===== config.mk =====
export PLATFORM = sky130hd
export DESIGN_NAME = mf3_fifo
export DESIGN_NICKNAME = d
export VERILOG_FILES = /design/src/sv/mf3_fifo.sv
export SDC_FILE = /design/constraint.sdc
export NUM_CORES = 1
export LEC_CHECK = 0
export ABC_AREA = 1
export BUFFER_PORTS_ARGS = -buffer_cell sky130_fd_sc_hd__buf_2
export CORE_ASPECT_RATIO = 1.4
export CORE_MARGIN = 10
export CORE_UTILIZATION = 41
export CTS_CLUSTER_DIAMETER = 120
export DETAILED_ROUTE_END_ITERATION = 12
export GPL_ROUTABILITY_DRIVEN = 0
export GPL_TIMING_DRIVEN = 0
export SKIP_CTS_REPAIR_TIMING = 1
export SYNTH_ARGS = -nofsm -noshare
export SYNTH_HDL_FRONTEND = slang
export SYNTH_SLANG_ARGS = --single-unit

===== constraint.sdc =====
create_clock -name clk_i -period 3.5 [get_ports clk_i]
set_input_delay 0 -clock clk_i [delete_from_list [all_inputs] [get_ports clk_i]]
set_output_delay 0 -clock clk_i [all_outputs]
set_load 0.05 [all_outputs]

===== src/sv/mf3_fifo.sv =====
module mf3_fifo #(
  parameter int WIDTH = 8,
  parameter int DEPTH = 4
) (
  input  logic             clk_i,
  input  logic             rst_ni,
  input  logic             push_i,
  input  logic [WIDTH-1:0] data_i,
  output logic             full_o,
  input  logic             pop_i,
  output logic [WIDTH-1:0] data_o,
  output logic             empty_o
);

  localparam int PTR_W = (DEPTH > 1) ? $clog2(DEPTH) : 1;
  localparam int CNT_W = $clog2(DEPTH + 1);

  logic [WIDTH-1:0] mem_q [DEPTH];
  logic [PTR_W-1:0] wr_ptr_q, wr_ptr_d;
  logic [PTR_W-1:0] rd_ptr_q, rd_ptr_d;
  logic [CNT_W-1:0] cnt_q, cnt_d;

  always_comb begin
    wr_ptr_d = wr_ptr_q;
    rd_ptr_d = rd_ptr_q;
    cnt_d    = cnt_q;
    if (push_i) begin
      wr_ptr_d = (wr_ptr_q == PTR_W'(DEPTH - 1)) ? '0 : wr_ptr_q + 1'b1;
    end
    if (pop_i) begin
      rd_ptr_d = (rd_ptr_q == PTR_W'(DEPTH - 1)) ? '0 : rd_ptr_q + 1'b1;
    end
    if (push_i && !pop_i) begin
      cnt_d = cnt_q + 1'b1;
    end else if (pop_i && !push_i) begin
      cnt_d = cnt_q - 1'b1;
    end
  end

  always_ff @(posedge clk_i or negedge rst_ni) begin
    if (!rst_ni) begin
      wr_ptr_q <= '0;
      rd_ptr_q <= '0;
      cnt_q    <= '0;
    end else begin
      wr_ptr_q <= wr_ptr_d;
      rd_ptr_q <= rd_ptr_d;
      cnt_q    <= cnt_d;
    end
  end

  always_ff @(posedge clk_i) begin
    if (push_i) begin
      mem_q[wr_ptr_q] <= data_i;
    end
  end

  assign data_o  = mem_q[rd_ptr_q];
  assign full_o  = (cnt_q == CNT_W'(DEPTH));
  assign empty_o = (cnt_q == '0);

endmodule


# After elaboration in Yosys (flattened, before gate mapping)
# Memories as Yosys holds them, arrays and structs flattened.
# Index checks and enable logic that the tools add are counted.
# W data, S select, Z words.
dict set report totals {
  ramBits 32
  word_cells 23
  n_memories 1
  ff_bits 7
  output_inout_bits 10
}
# memory depth width rd rd_ports_with_merged_regs wr line_no
set memory_table {}
lappend memory_table {mem_q 4 8 1 0 1 18} ;# logic [WIDTH-1:0] mem_q [DEPTH];
dict set report classes {
  n_eq_ne 3
  add_sub_neg 4
  mux 6
  reduce_logical 6
}
# operator count
set ops {}
lappend ops {{$mux W3} 2}
lappend ops {{$add A2 B1 Y2 const B} 2}
lappend ops {{$eq A2 B2 Y1 const B} 2}
lappend ops {{$mux W2} 2}
lappend ops {{$add A3 B1 Y3 const B} 1}
lappend ops {{$eq A3 B3 Y1 const B} 1}
lappend ops {{$logic_not A3 Y1} 1}
lappend ops {{$sub A3 B1 Y3 const B} 1}
lappend ops {{$logic_and A1 B1 Y1} 2}
lappend ops {{$logic_not A1 Y1} 2}
lappend ops {{$mux W1} 2}
lappend ops {{$reduce_bool A2 Y1} 1}

# Longest topological paths before layout
dict set report depth {
  word_depth 4
  depth_mapped 9
  mapped_depth_nobuf 9
}

# Least setup slack after synthesis
# Ideal clock, no wire load.
dict set report synth_timing {
  path_type {reg2out}
  startpoint {register cnt_q[0]}
  endpoint {output port empty_o}
  arrival_time_ns 1.522
  stages_incl_launch_ff 2
  slack_ns 1.978
  required_time_ns 3.500
  path_buffers 0
  path_cell_list {dfrtp_1 -> nor3_1}
}
dict set report synth_between {
  elab_chain_cells 1
}
# item line_no
set synth_rtl {}
lappend synth_rtl {{from (decl)} 21} ;# logic [CNT_W-1:0] cnt_q, cnt_d;
lappend synth_rtl {{from (signal assigned)} 48} ;# cnt_q <= cnt_d;
lappend synth_rtl {{$logic_not A3 Y1} 60} ;# assign empty_o = (cnt_q == '0);
lappend synth_rtl {{to (decl)} 12} ;# output logic empty_o
# Every way passes these cells.

# Worst setup path in the final report
dict set report layout_timing {
  startpoint {register rd_ptr_q[1]}
  endpoint {output port data_o[5]}
}
dict set report layout_between {
  elab_chain_cells 1
}
# item line_no
set layout_rtl {}
lappend layout_rtl {{from (decl)} 20} ;# logic [PTR_W-1:0] rd_ptr_q, rd_ptr_d;
lappend layout_rtl {{from (signal assigned)} 47} ;# rd_ptr_q <= rd_ptr_d;
lappend layout_rtl {{$mem_v2 Z4 W8} n/a}
lappend layout_rtl {{to (decl)} 11} ;# output logic [WIDTH-1:0] data_o,
# Every way passes these cells.

==> key figures <==
Floorplanning
  • Area of the placeable core: 3990 µm²
  • Die X: 74.5 µm
  • Starting utilization of the core area: 0.427
  • Placement Rows: 27
  • Die extent in y: 96.3 µm
  • I/O Pins: 22
  • Die Area: 7170 µm²

Critical path
  • Type of origin of the critical path: flop
  • Endpoint of the lowest-slack register-to-register path: mem_q[0][4]$_DFFE_PP_
  • Launch instance of the worst register-to-register path: wr_ptr_q[0]$_DFFE_PN0P_
  • Required time reported for the critical path endpoint: ~3500 ps
  • R2R Setup Slk: 2150 ps
  • Arr. time, crit path: about 1500 ps
  • Cell family with the largest share of critical-path delay: buffers and inverters
  • Max Fanout on Critical Path: 9
  • Register-to-Register Path Depth: 4
  • Slowest cell on crit path: sky130_fd_sc_hd__dfrtp_1
  • Slowest stage delay, CP: 390 ps
  • Worst setup EP type: primary output
  • Critical path buffers and inverters: 3
  • Class of the most critical setup path: flop to primary output
  • Cell-by-cell trace of the critical path: buf_4 > inv_2 > o211ai_1 > nand2_1 > buf_2

Synth
  • Post-Synth Simple-Gate Area: 0.0985
  • Number of enable-type register cells in the synthesized netlist: 32
  • Compound-gate portion of the synthesized area: 0.0852
  • Synth warn: 0
  • Post-Synth Adder-Cell Area: 0.0558
  • Leading post-synthesis cells by instance count: sky130_fd_sc_hd__nand2_1, sky130_fd_sc_hd__edfxtp_1, sky130_fd_sc_hd__inv_1
  • Cell accounting for the most synthesized area: sky130_fd_sc_hd__edfxtp_1
  • Main flop type after synthesis: sky130_fd_sc_hd__edfxtp_1
  • Instance count of the mapped netlist: 144
  • Parity-gate share of the synthesized area counting xor and xnor cells: 0.00514
  • Multiplexer area fraction after synthesis: 0
  • Netlist area before placement: approximately 1700 µm²
  • Async set-or-reset flop fraction in the synthesized netlist: 0.179
  • #FFs+latches synth: 39
  • Synth Net Count: 163
  • Post-synth top area share: 0.564
  • Most used standard cell by instance count after synthesis: sky130_fd_sc_hd__nand2_1
  • Combinational family with the most area after synthesis: simple AND/OR/NAND/NOR gates
  • Share of the yosys chip area belonging to registers: 0.667
  • Number of distinct standard cells referenced by the synthesized netlist: 17
  • Post-synthesis average cell area: about 12 µm²
  • Top cells by area, synth: sky130_fd_sc_hd__edfxtp_1, sky130_fd_sc_hd__dfrtp_1, sky130_fd_sc_hd__nand2_1

STA
  • Fin. max-slew vios: 0
  • Crit share post-route: 0.424
  • Final-layout setup total negative slack: 0 ps
  • Post-route clock skew: 5.90 ps
  • Final setup violation count: 0
  • Setup repair after global routing missed its margin: false
  • Tightest slew margin relative to the limit: 0.745
  • Pin slew with the least headroom to its limit: roughly 380 ps
  • Fmax: 0.674 GHz
  • Post-route minimum period: 1480 ps
  • Worst-case hold slack: -0.170 ps
  • Hold Fails Final Rpt: 1

Global routing
  • Total global routing overflow: 0
  • Antenna violations before repair: 0
  • First-pass GRT wire length: 5100 µm
  • Vias in the first global route: 1111
  • Overall routing resource usage: 0.0947
  • Largest net degree at the start of global routing: 12

Min path
  • Hold crit path type: input port to flop
  • Cell count of the worst hold path: 2
  • Hold Startpoint: push_i
  • Endpoint with the worst hold slack: wr_ptr_q[0]$_DFFE_PN0P_

Run status
  • Run status: finished with violations
  • Violated checks: negative hold slack

Finish
  • Utilization after layout: 0.512
  • Ant. Diodes: 0
  • Layout cells sized above 1: 0.181
  • Number of fill cells: 369
  • Footprint of the multi-input gates: 417 µm²
  • Area growth from synthesis to layout: 19.8%
  • Flip-flop and latch area: 1140 µm²
  • Design area: 2040 µm²
  • Nets: around 200

Power and ir drop
  • IR Drop Worst-Case VDD: roughly 0.42 mV
  • Power density normalized to cell area: about 830 nW/µm²
  • Standby leakage power: 0.923 nW

Drt
  • Residual DRC count: 0
  • Violation count after the first detailed-routing iteration: 21
  • Average routed wire per standard cell: 14.1 µm
  • Avg Vias per Cell: 4.92
  • Final routed wirelength across all metal layers: 3170 µm
  • Vias after detailed routing: 1108
  • DRT antenna net count: 0
  • Detailed Routing Iterations Pass 1: 4

Placement
  • IO Port Bufs: 21
  • Placement-stage cell area: 1860 µm²
  • HPWL after detailed placement: 2270 µm

Clock network
  • Clock edge transition at the registers on the reported setup and hold paths: approximately 70 ps
  • Clock Tree Buf Depth: 2
  • TritonCTS buffer count: 5
  • Htree depth: 2
  • Root buffer cell: sky130_fd_sc_hd__clkbuf_8
  • CTS tree: built
  • Latest clock arrival within the worst-skew pair: 280 ps
  • TritonCTS Sinks: 39

Flow run
  • Total of max-cap violations: 0
worst register-to-register path: stages (launching register included):
cell,delay (ps)
sky130_fd_sc_hd__dfrtp_1,420
sky130_fd_sc_hd__inv_1,100
sky130_fd_sc_hd__ha_1,140
sky130_fd_sc_hd__nand2_1,50
sky130_fd_sc_hd__inv_1,290
per-stage QoR:
stage | worst slack [ps] | hold slack (ps) | total power [W] | cells
2_1_floorplan | 1980 | -296 | 0.00125 | 144
3_3_place_gp | 2190 | -157 | 0.00142 | 208
3_5_place_dp | 2140 | -153 | 0.00145 | 208
4_1_cts | 2010 | -460 | 0.00172 | 215
5_1_grt | 1930 | 19.4 | 0.00182 | 225
6_report | 2020 | -0.170 | 0.00170 | 225
state kept, by name, indices dropped and copies added (netlist names):
register / cells
cnt_q: 3
wr_ptr_q: 2
rd_ptr_q: 2
mem_q: 32
worst max path at each step:
stage,startpoint,end,slack [ps],depth (start not counted)
final,rd_ptr_q[1]$_DFFE_PN0P_,data_o[5],2020,5
after global routing,pop_i,cnt_q[2]$_DFFE_PN0P_,1930,10
after CTS,rd_ptr_q[1]$_DFFE_PN0P_,data_o[5],2010,5
after detailed placement,wr_ptr_q[0]$_DFFE_PN0P_,mem_q[2][2]$_DFFE_PP_,2140,4
after global placement,wr_ptr_q[0]$_DFFE_PN0P_,mem_q[2][2]$_DFFE_PP_,2190,4
after floorplan,cnt_q[0]$_DFFE_PN0P_,empty_o,1980,1
cell families after synthesis:
logic type	after synthesis
XOR/XNOR	1
flip-flops	39
buffers and inverters	33
adder cells (fa/ha/maj)	7
AND/OR/NAND/NOR	43
AO/OA/AOI/OAI	21
power breakdown:
part           switching (W)  internal, W
clock               0.000135     0.000132
combinational       0.000552     0.000212
sequential         0.0000546     0.000617
total               0.000741     0.000961
layer usage:
metal / up-vias / wire length [µm] / global-route usage
li1: 558 / - / -
met1: 526 / 1250 / 0.0932
met2: 19 / 1710 / 0.178
met3: 5 / 167 / 0.0288
met4: 0 / 40 / 0.0380
met5: - / 0 / 0
placed cells by master, fill, tap and decap left out:
cell                             n
sky130_fd_sc_hd__dfrtp_1         7
sky130_fd_sc_hd__nand3_1         1
sky130_fd_sc_hd__nor3_1          2
sky130_fd_sc_hd__buf_6           3
sky130_fd_sc_hd__buf_2          21
sky130_fd_sc_hd__inv_2           2
sky130_fd_sc_hd__buf_4           1
sky130_fd_sc_hd__nor2_1          1
sky130_fd_sc_hd__ha_1            6
sky130_fd_sc_hd__clkinv_2        1
sky130_fd_sc_hd__nand2_1        38
sky130_fd_sc_hd__xnor2_1         1
sky130_fd_sc_hd__o21ai_0         4
sky130_fd_sc_hd__a21oi_1         1
sky130_fd_sc_hd__clkinv_1        1
sky130_fd_sc_hd__o211ai_1       16
sky130_fd_sc_hd__inv_1          27
sky130_fd_sc_hd__dlygate4sd3_1  10
sky130_fd_sc_hd__fa_1            1
sky130_fd_sc_hd__edfxtp_1       32
sky130_fd_sc_hd__clkbuf_8        5
sky130_fd_sc_hd__nand4_1         1
layout make-up:
type                            count  share of cell area
Clock inverter                      2             0.00429
Tap cell                           43              0.0264
Inverter                           29              0.0534
Sequential cell                    39               0.557
Multi-Input combinational cell     72               0.204
Clock buffer                        5              0.0337
Timing Repair Buffer               31               0.101
Buffer                              4              0.0202
Power figures use the tool's default switching activity.
