==> config.mk <==
export PLATFORM = sky130hd
export DESIGN_NAME = mf3_back
export DESIGN_NICKNAME = d
export VERILOG_FILES = /design/src/sv/mf3_pkg.sv /design/src/sv/mf3_back.sv
export SDC_FILE = /design/constraint.sdc
export NUM_CORES = 1
export LEC_CHECK = 0
export BUFFER_PORTS_ARGS = -buffer_cell sky130_fd_sc_hd__buf_2
export CORE_ASPECT_RATIO = 0.6
export CORE_UTILIZATION = 60
export DETAILED_ROUTE_END_ITERATION = 12
export PLACE_DENSITY = 0.82
export REMOVE_ABC_BUFFERS = 1
export SLEW_MARGIN = 20
export SYNTH_ARGS = -nofsm -noshare
export SYNTH_HDL_FRONTEND = slang
export SYNTH_SLANG_ARGS = --single-unit
==> constraint.sdc <==
create_clock -name clk_i -period 23.6 [get_ports clk_i]
set_input_delay 2.36 -clock clk_i [delete_from_list [all_inputs] [get_ports clk_i]]
set_output_delay 2.36 -clock clk_i [all_outputs]
set_load 0.05 [all_outputs]
==> src/sv/mf3_pkg.sv <==
package mf3_pkg;

  localparam int MAX_WIDTH_DEF = 2048;
  localparam int PIX_W         = 8;
  localparam int ROW_W         = 16;
  localparam int COL_W         = 11;
  localparam int WREG_W        = 12;
  localparam int CFG_W         = 16;
  localparam int WIN_N         = 9;
  localparam int FIFO_DEPTH    = 4;
  localparam int TDATA_W       = 40;

  localparam logic [WREG_W-1:0] WIDTH_RST  = 12'd640;
  localparam logic [ROW_W-1:0]  HEIGHT_RST = 16'd480;

  typedef enum logic {
    REG_WIDTH  = 1'b0,
    REG_HEIGHT = 1'b1
  } mf3_reg_e;

  // Per-pixel bookkeeping decided at the front.
  typedef struct packed {
    logic [PIX_W-1:0] pix;
    logic [ROW_W-1:0] row;
    logic [COL_W-1:0] col;
    logic             has_med;
    logic             border;
    logic             eoi;
  } mf3_meta_t;

  typedef struct packed {
    logic [WIN_N-1:0][PIX_W-1:0] win;
    mf3_meta_t                   meta;
  } mf3_entry_t;

endpackage

==> src/sv/mf3_back.sv <==
module mf3_back (
  input  logic                          clk_i,
  input  logic                          rst_ni,
  output logic                          pop_o,
  input  mf3_pkg::mf3_entry_t           entry_i,
  input  logic                          empty_i,
  output logic                          tvalid_o,
  input  logic                          tready_i,
  output logic [mf3_pkg::TDATA_W-1:0]   tdata_o,
  output logic                          tlast_o,
  output logic                          tuser_o
);

  import mf3_pkg::*;

  typedef logic [2:0][PIX_W-1:0] trio_t;

  function automatic logic [PIX_W-1:0] min2(input logic [PIX_W-1:0] a, b);
    return (a < b) ? a : b;
  endfunction

  function automatic logic [PIX_W-1:0] max2(input logic [PIX_W-1:0] a, b);
    return (a < b) ? b : a;
  endfunction

  function automatic logic [PIX_W-1:0] med3(input logic [PIX_W-1:0] a, b, c);
    return max2(min2(a, b), min2(max2(a, b), c));
  endfunction

  // Sorted ascending: entry 0 lowest, entry 2 highest.
  function automatic trio_t sort3(input logic [PIX_W-1:0] a, b, c);
    trio_t r;
    r[0] = min2(min2(a, b), c);
    r[1] = med3(a, b, c);
    r[2] = max2(max2(a, b), c);
    return r;
  endfunction

  logic              a_valid_q;
  trio_t [2:0]       a_rows_q;
  mf3_meta_t         a_meta_q;

  logic              b_valid_q;
  logic [PIX_W-1:0]  b_med_q;
  mf3_meta_t         b_meta_q;
  logic              ph_q, ph_d;

  logic              o_valid_q;
  logic [PIX_W-1:0]  o_pix_q;
  logic [ROW_W-1:0]  o_row_q;
  logic [COL_W-1:0]  o_col_q;
  logic              o_last_q, o_eoi_q;

  logic a_adv, b_take, b_load, b_done, out_free, want_med, want_pix, emit;

  assign out_free = !o_valid_q || tready_i;
  assign want_med = b_meta_q.has_med && !ph_q;
  assign want_pix = b_meta_q.border;
  assign emit     = b_valid_q && out_free && (want_med || want_pix);

  // A median owed to the pixel up and left goes out before the border pixel itself.
  always_comb begin
    if (want_med) begin
      b_done = b_valid_q && out_free && !want_pix;
    end else if (want_pix) begin
      b_done = b_valid_q && out_free;
    end else begin
      b_done = b_valid_q;
    end
  end

  assign b_take = !b_valid_q || b_done;
  assign b_load = a_valid_q && b_take;
  assign a_adv  = !a_valid_q || b_take;
  assign pop_o  = !empty_i && a_adv;

  always_comb begin
    ph_d = ph_q;
    if (b_take) begin
      ph_d = 1'b0;
    end else if (emit && want_med) begin
      ph_d = 1'b1;
    end
  end

  always_ff @(posedge clk_i or negedge rst_ni) begin
    if (!rst_ni) begin
      a_valid_q <= 1'b0;
      b_valid_q <= 1'b0;
      ph_q      <= 1'b0;
      o_valid_q <= 1'b0;
    end else begin
      a_valid_q <= pop_o || (a_valid_q && !b_take);
      b_valid_q <= b_load || (b_valid_q && !b_done);
      ph_q      <= ph_d;
      o_valid_q <= emit || (o_valid_q && !tready_i);
    end
  end

  always_ff @(posedge clk_i) begin
    if (pop_o) begin
      a_rows_q[0] <= sort3(entry_i.win[0], entry_i.win[1], entry_i.win[2]);
      a_rows_q[1] <= sort3(entry_i.win[3], entry_i.win[4], entry_i.win[5]);
      a_rows_q[2] <= sort3(entry_i.win[6], entry_i.win[7], entry_i.win[8]);
      a_meta_q    <= entry_i.meta;
    end
    if (b_load) begin
      b_med_q  <= med3(max2(max2(a_rows_q[0][0], a_rows_q[1][0]), a_rows_q[2][0]),
                       med3(a_rows_q[0][1], a_rows_q[1][1], a_rows_q[2][1]),
                       min2(min2(a_rows_q[0][2], a_rows_q[1][2]), a_rows_q[2][2]));
      b_meta_q <= a_meta_q;
    end
    if (emit) begin
      if (want_med) begin
        o_pix_q  <= b_med_q;
        o_row_q  <= b_meta_q.row - 1'b1;
        o_col_q  <= b_meta_q.col - 1'b1;
        o_last_q <= !want_pix;
        o_eoi_q  <= 1'b0;
      end else begin
        o_pix_q  <= b_meta_q.pix;
        o_row_q  <= b_meta_q.row;
        o_col_q  <= b_meta_q.col;
        o_last_q <= 1'b1;
        o_eoi_q  <= b_meta_q.eoi;
      end
    end
  end

  assign tvalid_o = o_valid_q;
  assign tdata_o  = {(TDATA_W - PIX_W - ROW_W - COL_W)'(0), o_col_q, o_row_q, o_pix_q};
  assign tlast_o  = o_eoi_q;
  assign tuser_o  = o_last_q;

endmodule

# Word level (Yosys, flattened, before mapping)
# Index checks and enable logic that the tools add are counted.
dict set report totals {
  output_inout_bits 44
  elab_cells 119
  ff_bits 197
  input_bits 114
}
dict set report classes {
  add_sub_neg 2
  n_reduce_logical 27
  order_cmp 22
  muxes 37
}
# operator n
set op_table {}
lappend op_table {{two-way mux 8 bit} 31}
lappend op_table {{less-than comparator 8 bit} 22}
lappend op_table {{two-way mux 16 bit} 1}
lappend op_table {{subtractor 16 x 1 -> 16 bit (second input constant)} 1}
lappend op_table {{two-way mux 11 bit} 1}
lappend op_table {{subtractor 11 x 1 -> 11 bit (second input constant)} 1}
lappend op_table {{logical AND 1 bit} 10}
lappend op_table {{zero test 1 bit} 9}
lappend op_table {{logical OR 1 bit} 7}
lappend op_table {{two-way mux 1 bit} 4}
lappend op_table {{nonzero test 2 bit} 1}

# Logic depth before layout (Yosys ltp)
dict set report logic_depth {
  word_depth 12
  ltp_mapped 56
  mapped_depth_nobuf 49
}

# Worst setup path after synthesis
# OpenSTA, ideal clock, no wires.
dict set report synth_path {
  path_kind {input to output}
  startpoint {in tready_i}
  endpoint {out pop_o}
  n_path_buf 0
  path_stages 4
  arrival_time_ns 8.914
  path_slack_ns 12.326
  required_time_ns 21.240
  cell_sequence {nor2b_1 -> o21ai_0 -> o21ai_0 -> a31oi_1}
}
dict set report synth_between {
  elab_chain_len 7
  word_cells_on_any_way 8
  classes_between {2 x mux; 6 x reduce/logical}
}
# item line_no
set synth_rtl {}
lappend synth_rtl {{start, declared} mf3_back.sv:8} ;# input logic tready_i,
lappend synth_rtl {{logical OR 1 bit (*)} mf3_back.sv:56} ;# assign out_free = !o_valid_q || tready_i;
lappend synth_rtl {{logical AND 1 bit (*)} {mf3_back.sv:64, mf3_back.sv:66}}
lappend synth_rtl {{two-way mux 1 bit / logical AND 1 bit (equally long branches)} {mf3_back.sv:65, mf3_back.sv:64}}
lappend synth_rtl {{two-way mux 1 bit (*)} mf3_back.sv:63} ;# if (want_med) begin
lappend synth_rtl {{logical OR 1 bit (*)} mf3_back.sv:72} ;# assign b_take = !b_valid_q || b_done;
lappend synth_rtl {{logical OR 1 bit (*)} mf3_back.sv:74} ;# assign a_adv = !a_valid_q || b_take;
lappend synth_rtl {{logical AND 1 bit (*)} mf3_back.sv:75} ;# assign pop_o = !empty_i && a_adv;
lappend synth_rtl {{end, declared} mf3_back.sv:4} ;# output logic pop_o,
# Every way passes the cells marked *; elsewhere a longest branch is shown, timed or not.

# Worst setup path in the final report
dict set report layout_path {
  startpoint {reg a_rows_q[15] in the netlist's numbering}
  endpoint {reg b_med_q[4], data pin}
}
dict set report layout_between {
  elab_chain_len 12
  word_cells_on_any_way 14
  classes_between {6 x order compare; 8 x mux}
}
# item line_no
set layout_rtl {}
lappend layout_rtl {{start, declared} mf3_back.sv:40} ;# trio_t [2:0] a_rows_q;
lappend layout_rtl {{less-than comparator 8 bit} {mf3_back.sv:19, mf3_back.sv:23}}
lappend layout_rtl {{two-way mux 8 bit} mf3_back.sv:23} ;# return (a < b) ? b : a;
lappend layout_rtl {{less-than comparator 8 bit} mf3_back.sv:19} ;# return (a < b) ? a : b;
lappend layout_rtl {{two-way mux 8 bit} mf3_back.sv:19}
lappend layout_rtl {{less-than comparator 8 bit} mf3_back.sv:23}
lappend layout_rtl {{two-way mux 8 bit (*)} mf3_back.sv:23}
lappend layout_rtl {{less-than comparator 8 bit} {mf3_back.sv:19, mf3_back.sv:23}}
lappend layout_rtl {{two-way mux 8 bit} mf3_back.sv:23}
lappend layout_rtl {{less-than comparator 8 bit} mf3_back.sv:19}
lappend layout_rtl {{two-way mux 8 bit} mf3_back.sv:19}
lappend layout_rtl {{less-than comparator 8 bit} mf3_back.sv:23}
lappend layout_rtl {{two-way mux 8 bit (*)} mf3_back.sv:23}
lappend layout_rtl {{end signal, assigned} mf3_back.sv:108} ;# b_med_q <= med3(max2(max2(a_rows_q[0][0], a_rows_q[1][0]), a_rows_q[2][0]),
lappend layout_rtl {{end, declared} mf3_back.sv:44} ;# logic [PIX_W-1:0] b_med_q;
# Marks and branches as above.
# A chain may end at the register's enable or synchronous reset.

==> metrics <==
outcome=finished clean; Tot GR Track Use=29.6%; met3 WL post-DR=3390 µm; Worst Setup SP=a_rows_q[15]; CTS Sinks=197; vias post-DR=10700; Least-Margin Pin Slew=1080 ps; Fin. Hold Viols=0; yosys synthesis warning count=0; f_max=0.0814 GHz; Worst slew margin=27.8%; largest net degree at the start of global routing=67; Syn Inst Count=1327; Post-CTS Setup Bufs=0; synthesized area=0.0136 mm²; io pins=158; max incr delay on CP=670 ps; post-cts gate resize count=0; max_cap viols=0; wire length on met2=13800 µm; routed vias/inst=5.92; RR Endpoint=b_med_q[4]; sequential cell area=0.00590 mm²; Post-synth EDFFs=193; Total Wirelength=33800 µm; drt wl/cell=18.7 µm; Die X=197 µm; H-tree depth=4; CP Launch Type=flip-flop; Routability Congestion=1.00; Worst Setup EP=b_med_q[4]; Total Neg Setup Slack=0 ps; worst hold path class=reg -> reg; buffers added on ports=152; post-route ant nets=0; 1st-pass router iterations=6; Most used DFF post-synth=edfxtp_1; root buffer cell=clkbuf_16; worst-path fanout max=25; Seq cells post-synth=197; multi-input logic area=0.00714 mm²; GRT Residual Overflow=0; Seq/Total Area, Yosys=43.2%; vias in the first global route=9837; final worst path period share=52.1%; Synth async-reset ratio=2.03%; top-area cell type share of the netlist area=42.5%; Layout fillers=1687; clk buf depth=2; WP data required=23790 ps; initial antenna violation count=2; R2R cell count=44; Synth cell types=73; minimum clock period=12280 ps; Die Footprint=0.0233 mm²; Die Height=119 µm; reg2reg start=a_rows_q[15]; WP data arrival=12470 ps; Final setup viols=0; Initial Utilization=61.5%; Reg clk slew, reported paths=80 ps; CTS tree=yes; placed cell area=0.0148 mm²; Slew Limit Fails=0; first-pass GRT wire length=52700 µm; Layout area overhead=13.1%; Synth Area per Inst=10.3 µm²; clock buffer count from CTS=17; core area=0.0222 mm²; Final HPWL DP=26600 µm; largest cells by area after synthesis=edfxtp_1, ha_1, mux2_2, mux2i_1, o21ai_0; layout cell share with drive strength beyond 1=19.3%; top cell type by total area after synthesis=edfxtp_1; CP Capture Type=flip-flop; Clk Latency, worst-skew pair=450 ps; # nets final=1748; Setup Crit Path Kind=reg -> reg; hold_buf cts=0; post-route cell area=0.0154 mm²; Met1 Wirelength=16200 µm; fin cells=1803; DRC errors left=0; skew final=16.6 ps; RSZ-0062 raised after global routing=no; row cnt=42; DR top layer=met4; Initial DRC Count=1257; r2r setup slk=11320 ps; CP max-delay cell=a21oi_2; post-placement cell count=1770
kinds of logic after synthesis:
group	after synthesis	share of synthesized area (%)
compound gates	333	15.6
other cells	1	0.0275
buf+inv	173	5.02
mux	120	9.41
simple gates	321	10.8
xor+xnor	26	1.67
fa+ha+maj	156	14.3
flops	197	43.2
final cells by class:
cell class / count / share of cell area (%)
diodes: 1 / 0.0162
repair buffers: 167 / 5.67
well taps: 308 / 2.50
clock buffers: 17 / 2.76
multi-input cells: 961 / 46.4
flip-flops and latches: 197 / 38.2
clock inverters: 15 / 1.12
inverters: 137 / 3.34
registers in the layout, summed over array words and instances (netlist names):
signal / count
o_row_q: 16
want_pix: 1
a_valid_q: 1
ph_q: 1
a_meta_q: 38
b_valid_q: 1
b_meta_q: 37
a_rows_q: 72
o_pix_q: 8
tvalid_o: 1
tuser_o: 1
b_med_q: 8
o_col_q: 11
tlast_o: 1
Yosys cell counts, types with 12 or more instances:
library cell and instances:
a21o_1 31, a21oi_1 79, a31oi_1 14, clkbuf_1 26, edfxtp_1 193, ha_1 153
inv_1 137, mux2_2 61, mux2i_1 58, nand2_1 128, nand2b_1 14, nand3_1 18
nor2_1 77, nor2b_1 12, nor3_1 19, o211ai_1 14, o21a_1 14, o21ai_0 116
xnor2_1 13, xor2_1 13
through the flow:
stage	utilization (%)	worst slack, ps	hold slack (ps)
2_1_floorplan	-	12310	400
3_3_place_gp	66.7	12150	402
3_5_place_dp	66.7	11840	405
4_1_cts	69.4	11800	417
5_1_grt	69.5	10480	428
6_report	69.5	11320	415
placed cells by master (no fill, tap or decap), types with 31 or more instances in the layout:
| master | netlist | layout |
|---|---|---|
| edfxtp_1 | 193 | 193 |
| a21o_1 | 31 | 31 |
| nor2_1 | 77 | 76 |
| buf_2 | 1 | 152 |
| ha_1 | 153 | 153 |
| mux2i_1 | 58 | 58 |
| nand2_1 | 128 | 128 |
| mux2_2 | 61 | 61 |
| inv_1 | 137 | 137 |
| o21ai_0 | 116 | 116 |
| a21oi_1 | 79 | 76 |
per-layer routing:
metal	global-route usage, %	up-vias
met1	46.2	5010
met5	0	-
li1	-	5156
met4	6.35	0
met3	7.16	33
met2	41.3	482
worst min path at each step:
stage	from	to	slack, ps	cells after the start
finish	a_meta_q[13]	b_meta_q[13]	410	0
detailed placement	a_meta_q[15]	b_meta_q[15]	400	0
floorplan	a_meta_q[0]	b_meta_q[0]	400	0
global route	a_meta_q[8]	b_meta_q[8]	430	0
global placement	a_meta_q[17]	b_meta_q[17]	400	0
CTS	a_meta_q[13]	b_meta_q[13]	420	0
worst max-delay path: cells and delay by family (launching register included):
family | cells | cell delay, ps
flip-flops | 1 | 420
buffers and inverters | 1 | 370
AND/OR/NAND/NOR | 14 | 3020
multiplexers | 1 | 340
AO/OA/AOI/OAI | 22 | 5950
adder cells (fa/ha/maj) | 6 | 1920
Power is left out: the tool's default activity adds up to more than one toggle a clock period on the data nets, which glitch-free logic cannot reach.
